--- src/rtl/sacte_pkg.sv ---
// ----------------------------------------------------------------------------
// Cache tag engine package
// Sizes, codes, row layout and the controller/datapath command and status types.
// ----------------------------------------------------------------------------
package sacte_pkg;

  localparam int MAX_SETS   = 1024;
  localparam int MAX_WAYS   = 8;
  localparam int ADDR_W     = 32;
  localparam int SET_W      = $clog2(MAX_SETS);
  localparam int SIDX_W     = SET_W + 1;
  localparam int NUM_SETS   = 2 * MAX_SETS;
  localparam int WAY_W      = (MAX_WAYS > 1) ? $clog2(MAX_WAYS) : 1;
  localparam int WCNT_W     = 4;
  localparam int BL_MIN     = 4;
  localparam int BL_MAX     = 8;
  localparam int TAG_W      = ADDR_W - BL_MIN;
  localparam int STAMP_W    = 32;
  localparam int CTR_W      = 32;
  localparam int NUM_CTR    = 6;
  localparam int LFSR_W     = 16;
  localparam int RCNT_W     = $clog2(LFSR_W + 1);
  localparam int CFG_IDX_W  = 4;
  localparam int CFG_DATA_W = 8;
  localparam int OUT_SET_W  = 10;

  localparam logic [LFSR_W-1:0] LFSR_SEED = 16'hACE1;
  localparam logic [LFSR_W-1:0] LFSR_TAPS = 16'hB400;

  // Configuration register indexes.
  localparam logic [CFG_IDX_W-1:0] REG_SPLIT    = 4'd0;
  localparam logic [CFG_IDX_W-1:0] REG_BLOCK    = 4'd1;
  localparam logic [CFG_IDX_W-1:0] REG_WAYS     = 4'd2;
  localparam logic [CFG_IDX_W-1:0] REG_PSETS    = 4'd3;
  localparam logic [CFG_IDX_W-1:0] REG_ISETS    = 4'd4;
  localparam logic [CFG_IDX_W-1:0] REG_POLICY   = 4'd5;
  localparam logic [CFG_IDX_W-1:0] REG_PREFETCH = 4'd6;
  localparam logic [CFG_IDX_W-1:0] REG_WALLOC   = 4'd7;

  // Request kinds.
  localparam logic [1:0] REQ_READ  = 2'd0;
  localparam logic [1:0] REQ_WRITE = 2'd1;
  localparam logic [1:0] REQ_FETCH = 2'd2;
  localparam logic [1:0] REQ_NONE  = 2'd3;

  // Replacement policies.
  localparam logic [1:0] POL_LRU  = 2'd0;
  localparam logic [1:0] POL_FIFO = 2'd1;
  localparam logic [1:0] POL_RAND = 2'd2;

  // One set of the tag store: all ways plus the fill count.
  typedef struct packed {
    logic [MAX_WAYS-1:0]              valid;
    logic [MAX_WAYS-1:0][TAG_W-1:0]   tag;
    logic [MAX_WAYS-1:0][STAMP_W-1:0] used;
    logic [MAX_WAYS-1:0][STAMP_W-1:0] filled;
    logic [WCNT_W-1:0]                cnt;
  } row_t;

  typedef struct packed {
    logic clr;
    logic accept;
    logic rd;
    logic look;
    logic write_hit;
    logic fill_empty;
    logic vscan_init;
    logic vscan_step;
    logic vrand_init;
    logic vrand_step;
    logic vfill;
    logic to_pf;
    logic finish;
  } cmd_t;

  typedef struct packed {
    logic clr_last;
    logic in_bad;
    logic hit;
    logic need_fill;
    logic empty_ok;
    logic pol_rand;
    logic pf_go;
    logic pf_phase;
    logic scan_done;
    logic rand_done;
    logic out_free;
  } sts_t;

endpackage

--- src/rtl/sacte_ctrl.sv ---
// ----------------------------------------------------------------------------
// Cache tag engine controller
// Sequences the clearing pass, lookups, victim selection, fills and prefetch.
// ----------------------------------------------------------------------------
module sacte_ctrl import sacte_pkg::*; (
  input  logic clk,
  input  logic rst_n,
  input  logic in_valid,
  output logic in_ready,
  input  sts_t sts,
  output cmd_t cmd
);

  typedef enum logic [2:0] {
    S_CLR, S_IDLE, S_RD, S_LOOK, S_VSCAN, S_VRAND, S_VFILL, S_FIN
  } state_t;

  state_t state_r, state_nxt;

  // Next state and commands.
  always_comb begin
    cmd       = '0;
    in_ready  = 1'b0;
    state_nxt = state_r;
    unique case (state_r)
      S_CLR: begin
        cmd.clr = 1'b1;
        if (sts.clr_last) state_nxt = S_IDLE;
      end
      S_IDLE: begin
        in_ready = 1'b1;
        if (in_valid) begin
          cmd.accept = 1'b1;
          state_nxt  = sts.in_bad ? S_FIN : S_RD;
        end
      end
      S_RD: begin
        cmd.rd    = 1'b1;
        state_nxt = S_LOOK;
      end
      S_LOOK: begin
        cmd.look = 1'b1;
        priority if (sts.hit) begin
          cmd.write_hit = !sts.pf_phase;
          state_nxt     = S_FIN;
        end else if (!sts.need_fill) begin
          state_nxt = S_FIN;
        end else if (sts.empty_ok) begin
          cmd.fill_empty = 1'b1;
          cmd.to_pf      = sts.pf_go;
          state_nxt      = sts.pf_go ? S_RD : S_FIN;
        end else if (sts.pol_rand) begin
          cmd.vrand_init = 1'b1;
          state_nxt      = S_VRAND;
        end else begin
          cmd.vscan_init = 1'b1;
          state_nxt      = S_VSCAN;
        end
      end
      S_VSCAN: begin
        if (sts.scan_done) state_nxt = S_VFILL;
        else cmd.vscan_step = 1'b1;
      end
      S_VRAND: begin
        if (sts.rand_done) state_nxt = S_VFILL;
        else cmd.vrand_step = 1'b1;
      end
      S_VFILL: begin
        cmd.vfill = 1'b1;
        cmd.to_pf = sts.pf_go;
        state_nxt = sts.pf_go ? S_RD : S_FIN;
      end
      S_FIN: begin
        if (sts.out_free) begin
          cmd.finish = 1'b1;
          state_nxt  = S_IDLE;
        end
      end
      default: state_nxt = S_IDLE;
    endcase
  end

  // State register.
  always_ff @(posedge clk) begin
    if (!rst_n) begin
      state_r <= S_CLR;
    end else begin
      state_r <= state_nxt;
    end
  end

endmodule

--- config.mk ---
export PLATFORM = sky130hd
export DESIGN_NAME = sacte_ctrl
export DESIGN_NICKNAME = d
export VERILOG_FILES = /design/src/rtl/sacte_pkg.sv /design/src/rtl/sacte_ctrl.sv
export SDC_FILE = /design/constraint.sdc
export NUM_CORES = 1
export LEC_CHECK = 0
export BUFFER_PORTS_ARGS = -buffer_cell sky130_fd_sc_hd__buf_4
export CORE_AREA = 10 10 47 49
export DETAILED_ROUTE_END_ITERATION = 12
export DIE_AREA = 0 0 57 59
export PLACE_DENSITY = 0.68
export SETUP_SLACK_MARGIN = 0.1
export SYNTH_ARGS = -nofsm -noshare
export SYNTH_HDL_FRONTEND = slang
export SYNTH_SLANG_ARGS = --single-unit
export TNS_END_PERCENT = 5
--- constraint.sdc ---
create_clock -name clk -period 3.5 [get_ports clk]
set_input_delay 0.7 -clock clk [delete_from_list [all_inputs] [get_ports clk]]
set_output_delay 0.7 -clock clk [all_outputs]
set_load 0.02 [all_outputs]
Word level (Yosys, flattened, before mapping)
Cells that the tools add are included.

word-level totals
  word-level logic and storage cells = 56
  bits in registers = 3
  input port bits = 14
  output and inout port bits = 14

cells by class
  muxes and demuxes = 40
  reductions and logical operators = 3
  equality and inequality tests = 12

operators by type and width
  kind                                                                   number
  3-bit 2-to-1 mux                                                       10
  1-bit 2-to-1 mux                                                       25
  3-bit one-hot mux with 8 select lines                                  1
  3-bit equality test, second input constant                             4
  2-bit inequality test, second input constant                           5
  3-bit by 2-bit equality test with 1-bit output, second input constant  2
  5-bit AND reduction                                                    1
  2-bit 2-to-1 mux                                                       2
  4-bit 2-to-1 mux                                                       1
  3-bit by 1-bit equality test with 1-bit output, second input constant  1
  3-bit zero test                                                        1
  1-bit one-hot mux with 2 select lines                                  1
  1-bit zero test                                                        1

Logic depth before layout (Yosys ltp)
Gate-level depths: netlist of the first run.

  depth in word-level cells = 5
  depth in mapped cells = 4
  mapped depth without buffers = 3

Least setup slack after synthesis of the first run
Ideal clock, no wire load.

  path kind = input-to-output
  from = input sts[2] (netlist bit)
  to = output cmd[5] (netlist bit)
  path buffers = 0
  stages = 1
  data required time = 2.800 ns
  path slack = 1.361 ns
  arrival = 1.439 ns
  cell sequence = nor4b_1

on the way
  word-level cells in the longest chain between the ends = 2

ends and longest elaborated chain
  item              RTL line          RTL
  start, declared   sacte_ctrl.sv:10  input sts_t sts,
  1-bit 2-to-1 mux  sacte_ctrl.sv:61  if (sts.scan_done) state_nxt = S_VFILL;
  1-bit 2-to-1 mux  sacte_ctrl.sv:25  unique case (state_r)
  end, declared     sacte_ctrl.sv:11  output cmd_t cmd

No other way between the ends.

==> run summary, run 1 <==
status: finished, final reports clean
Clk pin slew, worst setup/hold paths: 40 ps
number of setup buffers added after CTS: 0
crit-path max FO: 16
Clock Sinks: 3
H-Tree Level Count: 1
Seq pwr share: 28.8%
IO buf count: 27
largest net degree at the start of global routing: 17
final net count: 92
VDD IR max: 0.0925 mV
CP Data Required Time: 2800 ps
RD Place Congestion: 0.688
Clock Tree Root: clkbuf_4
top cells by area, synth: dfxtp_1 (16%), o31ai_1 (7.8%), nor2b_1 (6.5%), nand2_1 (4.9%), buf_2 (3.9%)
final worst clock skew: 3.01 ps
Initial Utilization: 27.6%
top flop regs: state_r: 3 flops
Final period util: 67.9%
Top reg by flops: state_r
RSZ-0062 raised after global routing: no
Final Hold Vio Count: 0
CTS resizes: 0
DP Wirelength: 1060 µm
total track usage: 7.18%
Routed WL: 1290 µm
Total Neg Setup Slack: 0 ps
HP Class: input pin to flip-flop
Die Wd: 57 µm
max_slew headroom: 67.0%
Longest Clk Path Bufs: 2
CP endpoint kind: primary output
Via density: 5.08
NetSw: 0.0677 mW
DRT antenna net count: 0
first-pass GRT wire length: 2040 µm
TritonCTS clock tree: yes
Finish-stage setup viols: 0
final critical-path required period: 2380 ps
hold_buf cts: 0
mapped cell area: 387 µm²
Iter 0 DRT Violations: 7
First-pass DRT Iterations: 4
count of pins over their slew limit: 0
via count: 472
Achievable Freq: 421 MHz
commonest non-fill, non-tap cell in the layout: buf_4
final worst-path setup slack: 1120 ps
P per Cell Area: 309 nW/µm²
Comb pwr share: 38.7%
gr ovfl total: 0
Mapped Nets: 64
startpoint type of the worst setup path: flip-flop
Place WS: 1340 ps
Max-cap violations: 0
layout cells sized above 1: 48.1%
post-synth top area cell: dfxtp_1
commonest non-fill, non-tap cells in the layout: buf_4 (27), nand2_1 (5), nor2b_1 (4), o31ai_1 (4)
max FFs per register: 3
Ys Warns: 0
clock latency on the worst-skew pair: 230 ps
Die Y: 59 µm
Seq/Total Area, Yosys: 15.5%
Pint: 0.121 mW
Static Leak: 0.276 nW
worst slew pin tran: 495 ps
IO Pins: 28
gate count after technology mapping: 50
vias in the first global route: 506
Num CTS Buffers: 3
Area Growth Syn to Fin: 57.6%
Net Sw Frac: 35.9%
WHS: 721 ps
Clock Power Share: 32.5%
FF+latch count, synth: 3
Crit path arrival time: 1680 ps
Die Area: 3360 µm²
DR WL/cell: 13.8 µm
Synth top area share: 15.5%
Reg2Reg Setup Slack: 1980 ps
core area: 1400 µm²
Rows: 14
CP Class: flip-flop to primary output
number of diodes: 0
average size of a mapped cell: 7.73 µm²
Yosys cell types: 33
Remaining DRCs: 0
initial antenna violation count: 0
Tot Pwr: 0.188 mW
metal layers:
| metal | GRT usage (%) | vias to the layer above | part of all wire [%] |
|---|---|---|---|
| met5 | 0 | - | 0 |
| met1 | 7.13 | 211 | 36 |
| met4 | 4.03 | 0 | 0 |
| met2 | 11.8 | 21 | 49 |
| met3 | 3.86 | 0 | 15 |
| li1 | - | 240 | - |
layout make-up:
cell class / instances / area (µm²)
sequential: 3 / 60.1
timing repair buffer: 27 / 203
fill: 161 / 792
clock buffer: 4 / 26.3
tap: 16 / 20.0
multi-input combinational: 43 / 300
cell families after synthesis:
kind of cell    Yosys count  synth area share [%]
mux                       2                  5.50
buf+inv                   4                  6.79
flops                     3                  15.5
compound gates           13                  24.3
simple gates             28                  47.9
path summary, 6_finish.rpt:
path / end / startpoint / cells past startpoint
worst max-delay path: cmd[1] / state_r[0]$_SDFFE_PN0P_ / 4
worst min-delay path: state_r[2]$_SDFFE_PN0P_ / rst_n / 3
worst max register to register: state_r[1]$_SDFFE_PN0P_ / state_r[2]$_SDFFE_PN0P_ / 3
worst min register to register: state_r[1]$_SDFFE_PN0P_ / state_r[1]$_SDFFE_PN0P_ / 2
power by group through the flow:
stage          Clock [mW]  Sequential (mW)  Combinational (mW)
2_1_floorplan           0           0.0438              0.0525
3_3_place_gp            0           0.0546              0.0726
3_5_place_dp            0           0.0546              0.0739
4_1_cts            0.0641           0.0539              0.0742
5_1_grt            0.0647           0.0563              0.0799
6_report           0.0613           0.0542              0.0730
Yosys cell counts:
master	instances
nand2_1	5
nor2b_1	4
o31ai_1	4
buf_2	3
dfxtp_1	3
nand2b_1	2
nor2_1	2
nor3_1	2
a21o_2	1
a21oi_1	1
a311oi_1	1
a31oi_1	1
a32oi_1	1
a41oi_1	1
and2_1	1
and3_2	1
and3_4	1
and3b_1	1
and3b_2	1
buf_6	1
mux2_2	1
mux2i_1	1
nand2b_2	1
nand3_1	1
nand3b_1	1
nor3b_1	1
nor3b_2	1
nor4b_1	1
nor4bb_1	1
o21a_1	1
o21ai_0	1
o21ai_1	1
or2b_1	1
worst max-delay path, cell delays in order, from the launching register on:
cell,delay (ps)
dfxtp_1,620
and3b_1,360
and3_4,230
o21a_1,110
buf_4,130
stage by stage:
step	utilization (%)	instance area, µm²	cells
floorplan	-	387	50
global placement	41.6	583	89
detailed placement	41.6	583	89
CTS	43.5	609	93
global route	43.5	609	93
finish	43.5	609	93
Note: power is estimated with default switching activity, not from simulation.
==> run 2, diff against run 1 <==
--- a/config.mk
+++ b/config.mk
@@ -5,11 +5,12 @@
 export SDC_FILE = /design/constraint.sdc
 export NUM_CORES = 1
 export LEC_CHECK = 0
+export ABC_AREA = 1
 export BUFFER_PORTS_ARGS = -buffer_cell sky130_fd_sc_hd__buf_4
 export CORE_AREA = 10 10 47 49
 export DETAILED_ROUTE_END_ITERATION = 12
 export DIE_AREA = 0 0 57 59
-export PLACE_DENSITY = 0.68
+export PLACE_DENSITY = 0.69
 export SETUP_SLACK_MARGIN = 0.1
 export SYNTH_ARGS = -nofsm -noshare
 export SYNTH_HDL_FRONTEND = slang
==> constraint.sdc (replaced) <==
create_clock -name clk -period 2.4 [get_ports clk]
set_input_delay 0.48 -clock clk [delete_from_list [all_inputs] [get_ports clk]]
set_output_delay 0.48 -clock clk [all_outputs]
set_load 0.02 [all_outputs]
==> run 2 against run 1 <==
Against the previous run:
- critical path depth increased by 1
- first-iteration DRC count is 14% higher
- largest cell class unchanged
- core utilization rose by 2.9 points
- sequential share of layout area is 0.61 points lower
- critical endpoint is now cmd[7]
- wire length increased by 4.3%
- worst setup slack got worse by 700 ps
- combinational power rose to 5.7 times the previous value
- sequential power rose by 130%
- power rose to 3.3 times the previous value
- global-route usage rose by 1.1 points
==> run summary, run 2 <==
final critical-path required period: 1980 ps
Iter 0 DRT Violations: 8 (+1)
top post-synthesis cells by count: inv_1 (22), nor2_1 (18), nand2_1 (14), nand3_1 (8), nand4_1 (4)
CTS resizes: 0 (unchanged)
Final period util: 82.4%
Place WS: 650 ps (-693 ps)
IO Pins: 28 (unchanged)
CP Data Required Time: 1920 ps (-880 ps)
average size of a mapped cell: 5.16 µm² (-33%)
total track usage: 8.32% (+1.1 points)
Critical Path Max Stage Delay: 480 ps (-140 ps)
Routed WL: 1340 µm (+4.3%)
commonest non-fill, non-tap cells in the layout: buf_4 (27), inv_1 (22), nor2_1 (18), nand2_1 (14), nand3_1 (8)
final worst-path setup slack: 423 ps (-700 ps)
Die Area: 3360 µm² (unchanged)
final net count: 124 (+35%)
largest net degree at the start of global routing: 9 (-8)
WHS: 487 ps (-234 ps)
DRT antenna net count: 0 (unchanged)
max_slew headroom: 80.6% (+14 points)
First-pass DRT Iterations: 4 (unchanged)
Die Wd: 57 µm (unchanged)
Crit path arrival time: 1500 ps (-180 ps)
via count: 560 (+19%)
Longest Clk Path Bufs: 2 (unchanged)
hold_buf cts: 0 (unchanged)
Ys Warns: 0 (unchanged)
Async S/R FF share, synth: 0% (unchanged)
gate count after technology mapping: 79 (+58%)
CP endpoint kind: primary output
Die Y: 59 µm (unchanged)
Static Leak: 0.410 nW (+48%)
clock latency on the worst-skew pair: 230 ps (about the same)
commonest non-fill, non-tap cell in the layout: buf_4
cells on worst reg2reg path: 9 (+6)
Num CTS Buffers: 3 (unchanged)
CP Class: flip-flop to primary output
final worst clock skew: 2.77 ps (-0.241 ps)
Synth top area share: 20.2% (+4.7 points)
HP Class: input pin to flip-flop
vias in the first global route: 564 (+11%)
Via density: 4.48 (-12%)
post-synth top area cell: inv_1
FF+latch count, synth: 3 (unchanged)
Max-cap violations: 0 (unchanged)
VDD IR max: 0.495 mV (+440%)
status: finished, final reports clean
count of pins over their slew limit: 0 (unchanged)
Finish-stage setup viols: 0 (unchanged)
initial antenna violation count: 0 (unchanged)
gr ovfl total: 0 (unchanged)
layout cells sized above 1: 30.3% (-18 points)
core area: 1400 µm² (unchanged)
crit-path max FO: 8 (-8)
P per Cell Area: 967 nW/µm² (+210%)
number of synthesized flops with an enable pin: 0 (unchanged)
RSZ-0062 raised after global routing: no
Clk pin slew, worst setup/hold paths: 40 ps (about the same)
mapped cell area: 408 µm² (+5.5%)
first-pass GRT wire length: 2340 µm (+15%)
Cell Chain, Critical Path: nand2_1 > nor2_1 > inv_1 > nor4_2 > buf_4
top flop regs: state_r: 3 flops
Seq/Total Area, Yosys: 14.7% (-0.81 points)
H-Tree Level Count: 1 (unchanged)
most common cell in the netlist: inv_1
IO buf count: 27 (unchanged)
CP delay by family, top: flip-flops
number of diodes: 0 (unchanged)
top cells by area, synth: inv_1 (20%), nor2_1 (17%), dfxtp_1 (15%), nand2_1 (13%), nand3_1 (9.8%)
Remaining DRCs: 0 (unchanged)
Total Neg Setup Slack: 0 ps (unchanged)
TritonCTS clock tree: yes
Clock Sinks: 3 (unchanged)
Rows: 14 (unchanged)
worst slew pin tran: 291 ps (-204 ps)
Final Hold Vio Count: 0 (unchanged)
Area Growth Syn to Fin: 59.2%
main flop type after synthesis: dfxtp_1
number of setup buffers added after CTS: 0 (unchanged)
DP Wirelength: 1170 µm (+10%)
Top reg by flops: state_r
Crit-path slowest cell: dfxtp_1
Initial Utilization: 29.1% (+1.5 points)
Worst path depth: 5 (+1)
RD Place Congestion: 0.861 (+25%)
max FFs per register: 3 (unchanged)
Clock Tree Root: clkbuf_4
Reg2Reg Setup Slack: 1080 ps (-900 ps)
startpoint type of the worst setup path: flip-flop
Mapped Nets: 93 (+45%)
Achievable Freq: 506 MHz
DR WL/cell: 10.7 µm (-22%)
WP buf/inv: 2 (+1)
hold-critical path depth: 3 (unchanged)
Yosys cell types: 15 (-55%)
## run 2: cell types whose count changed after synthesis, moves of 2 or more
cell / delta
o31ai_1: -4
nor2b_1: -4
buf_2: -3
nand2_1: +9
nand3_1: +7
nand4_1: +4
inv_1: +22
nand2b_1: -2
nor2_1: +16
## run 2: per-stage QoR
stage	utilization (%)	power, mW	area (µm²)	std cells
finish	46.3	0.628	649	125
floorplan	-	0.411	408	79
global placement	44.5	0.540	623	121
CTS	46.3	0.637	649	125
global route	46.3	0.696	649	125
detailed placement	44.5	0.545	623	121
## run 2: power breakdown
part | internal, mW | total (mW) | switching [mW]
clock network | 0.0623 | 0.0890 | 0.0267
logic | 0.165 | 0.417 | 0.252
registers | 0.0738 | 0.122 | 0.0485
total | 0.301 | 0.628 | 0.327
## run 2: cell families (layout without fill, tap and decap cells)
family | after synthesis | after routing | share of synthesized area, %
simple gates | 50 | 50 | 59.2
flops | 3 | 3 | 14.7
buf+inv | 23 | 53 | 22.1
compound gates | 3 | 3 | 3.99
## run 2: final timing paths
kind / end / start
worst min register to register: state_r[2]$_SDFFE_PN0P_ / state_r[0]$_SDFFE_PN0P_
worst max-delay path: cmd[7] / state_r[1]$_SDFFE_PN0P_
worst max register to register: state_r[0]$_SDFFE_PN0P_ / state_r[1]$_SDFFE_PN0P_
worst min-delay path: state_r[1]$_SDFFE_PN0P_ / rst_n
## run 2: metal layers
layer	track usage [%]	wire length, µm
met2	13.3	597
met5	0	0
met3	4.08	125
met1	9.32	606
met4	3.02	11
## run 2: cell type report
type | instances | area (µm²)
fill | 162 | 752
tap | 16 | 20.0
timing repair buffer | 27 | 203
inverter | 22 | 82.6
multi-input combinational | 53 | 258
clock buffer | 4 | 26.3
sequential | 3 | 60.1
## run 2: worst register-to-register path: cells and delay by family (launching register included)
| kind | cells | cell delay (ps) |
|---|---|---|
| DFF | 1 | 480 |
| buffers and inverters | 3 | 240 |
| and+or+nand+nor | 6 | 470 |
==> run 3, diff against run 2 <==
--- a/config.mk
+++ b/config.mk
@@ -5,12 +5,12 @@
 export SDC_FILE = /design/constraint.sdc
 export NUM_CORES = 1
 export LEC_CHECK = 0
-export ABC_AREA = 1
+export ABC_AREA = 0
 export BUFFER_PORTS_ARGS = -buffer_cell sky130_fd_sc_hd__buf_4
 export CORE_AREA = 10 10 47 49
 export DETAILED_ROUTE_END_ITERATION = 12
 export DIE_AREA = 0 0 57 59
-export PLACE_DENSITY = 0.69
+export PLACE_DENSITY = 0.7
 export SETUP_SLACK_MARGIN = 0.1
 export SYNTH_ARGS = -nofsm -noshare
 export SYNTH_HDL_FRONTEND = slang
==> constraint.sdc (replaced) <==
create_clock -name clk -period 1.7 [get_ports clk]
set_input_delay 0.34 -clock clk [delete_from_list [all_inputs] [get_ports clk]]
set_output_delay 0.34 -clock clk [all_outputs]
set_load 0.02 [all_outputs]
==> run 3 against run 2 <==
Against the previous run:
- die area is the same
- via count shrank 13%
- cell area grew 4.4%
- combinational power shrank 49%
- final cell count shrank 22%
- clock-buffer cell count is the same
- clock skew is essentially flat
- critical path type unchanged
- flip-flop and latch count is the same
- power shrank 33%
- clock power grew 40%
- largest cell class unchanged
==> run summary, run 3 (synthesis gave the netlist of run 1 again) <==
status: finished, final reports clean
Final period util: 95.4%
CP Class: flip-flop to primary output
DRT antenna net count: 0 (unchanged)
count of pins over their slew limit: 0 (unchanged)
DR WL/cell: 13.5 µm (+26%)
Critical Path Max Stage Delay: 320 ps (-160 ps)
P per Cell Area: 620 nW/µm² (-36%)
top flop regs: state_r: 3 flops
Achievable Freq: 617 MHz
max_slew headroom: 79.6% (-0.99 points)
Clk pin slew, worst setup/hold paths: 40 ps (about the same)
gr ovfl total: 0 (unchanged)
Die Area: 3360 µm² (unchanged)
H-Tree Level Count: 1 (unchanged)
TritonCTS clock tree: yes
Clock Power Share: 29.7% (+16 points)
Max-cap violations: 0 (unchanged)
Filler cells: 150 (-7.4%)
total track usage: 7.69% (-0.63 points)
RSZ-0062 raised after global routing: yes
dpl cell area: 612 µm² (-1.8%)
Via density: 5.05 (+13%)
HP Class: input pin to flip-flop
DP Wirelength: 1030 µm (-12%)
Reg2Reg Setup Slack: 380 ps (-700 ps)
final critical-path required period: 1620 ps
Iter 0 DRT Violations: 7 (-1)
largest net degree at the start of global routing: 16 (+7)
Static Leak: 0.302 nW (-26%)
core area: 1400 µm² (unchanged)
WP buf/inv: 1 (-1)
IO buf count: 27 (unchanged)
VDD IR max: 0.232 mV (-53%)
Clock Sinks: 3 (unchanged)
final net count: 96 (-23%)
Die Y: 59 µm (unchanged)
via count: 490 (-13%)
Net Sw Frac: 34.7% (-17 points)
worst slew pin tran: 304 ps (+12.7 ps)
Initial Utilization: 27.6% (-1.5 points)
commonest non-fill, non-tap cells in the layout: buf_4 (28), nand2_1 (5), nor2b_1 (4), o31ai_1 (4)
Area Growth Syn to Fin: 75.4%
Crit-path slowest cell: dfxtp_2
Final Hold Vio Count: 0 (unchanged)
post-route design area: 678 µm² (+4.4%)
Rows: 14 (unchanged)
CP endpoint kind: primary output
final worst clock skew: 2.58 ps (-0.191 ps)
Routed WL: 1310 µm (-2.1%)
Top reg by flops: state_r
first-pass GRT wire length: 2150 µm (-8.0%)
Comb pwr share: 50.2% (-16 points)
Cell Chain, Critical Path: and3b_2 > and3_4 > o21a_1 > buf_6
CP Data Required Time: 1360 ps (-560 ps)
Pint: 0.274 mW (-8.9%)
Place WS: 280 ps (-370 ps)
Die Wd: 57 µm (unchanged)
Seq pwr share: 20.1% (+0.6 points)
First-pass DRT Iterations: 4 (unchanged)
max FFs per register: 3 (unchanged)
RD Place Congestion: 0.709 (-18%)
startpoint type of the worst setup path: flip-flop
Crit path arrival time: 1280 ps (-220 ps)
layout cells sized above 1: 58.0% (+28 points)
vias in the first global route: 526 (-6.7%)
Num CTS Buffers: 3 (unchanged)
Clock Tree Root: clkbuf_4
Longest Clk Path Bufs: 2 (unchanged)
final worst-path setup slack: 78.6 ps (-344 ps)
Finish-stage setup viols: 0 (unchanged)
number of diodes: 0 (unchanged)
IO Pins: 28 (unchanged)
initial antenna violation count: 0 (unchanged)
commonest non-fill, non-tap cell in the layout: buf_4
CP delay by family, top: simple AND/OR/NAND/NOR gates
crit-path max FO: 7 (-1)
Remaining DRCs: 0 (unchanged)
NetSw: 0.146 mW (-55%)
clock latency on the worst-skew pair: 230 ps (about the same)
-- run 3: changes by cell type in the layout (fill, tap and decap cells not counted), moves of 2 or more --
cell,delta
o31ai_1,+4
dfxtp_1,-2
nor2_1,-16
inv_1,-22
dfxtp_2,+2
buf_6,+3
and3b_2,+2
nor2b_1,+4
nand4_1,-4
nand2_1,-9
nand3_1,-7
nand2b_1,+2
-- run 3: worst paths after layout --
| kind | depth (start not counted) | endpoint | startpoint |
|---|---|---|---|
| setup / recovery | 4 | cmd[1] | state_r[2]$_SDFFE_PN0P_ |
| setup reg to reg | 4 | state_r[0]$_SDFFE_PN0P_ | state_r[2]$_SDFFE_PN0P_ |
| hold reg to reg | 2 | state_r[1]$_SDFFE_PN0P_ | state_r[0]$_SDFFE_PN0P_ |
| hold / removal | 3 | state_r[2]$_SDFFE_PN0P_ | rst_n |
-- run 3: through the flow --
step / setup TNS (ps) / total power [mW] / cells / hold slack (ps) / util, %
floorplan: 0 / 0.200 / 50 / 469 / -
global placement: 0 / 0.275 / 92 / 620 / 43.7
detailed placement: 0 / 0.277 / 92 / 613 / 43.7
CTS: 0 / 0.414 / 96 / 363 / 46.3
global route: -4.16 / 0.461 / 97 / 352 / 48.4
finish: 0 / 0.421 / 97 / 364 / 48.4
-- run 3: power by group through the flow --
stage / combinational, mW / clock [mW] / sequential (mW)
floorplan: 0.110 / 0 / 0.0901
global placement: 0.191 / 0 / 0.0836
detailed placement: 0.194 / 0 / 0.0834
CTS: 0.200 / 0.131 / 0.0823
global route: 0.230 / 0.145 / 0.0863
finish: 0.211 / 0.125 / 0.0845
-- run 3: what timing repair did --
| item | CTS | global route |
|---|---|---|
| hold buffers | 0 | 0 |
| buffers inserted | 0 | 1 |
| pin swaps | 1 | 1 |
| resized for setup | 3 | 6 |
| setup endpoints to repair | 2 | 5 |
-- run 3: layer usage --
metal / global-route usage [%] / wire length (µm)
met5: 0 / 0
met2: 12.9 / 638
met1: 7.12 / 486
met3: 4.94 / 187
met4: 4.03 / 0
-- run 3: worst reg2reg max path, stage by stage, from the launching register on --
cell and delay [ps]:
dfxtp_2 320, buf_6 150, mux2_2 340, o31ai_1 280
a41oi_1 80
-- run 3: area by class of cell --
type                    instances  area (µm²)  share of cell area [%]
repair buffers                 31         244                    36.0
flip-flops and latches          3        62.6                    9.23
well taps                      16        20.0                    2.95
multi-input cells              43         325                    48.0
clock buffers                   4        26.3                    3.87
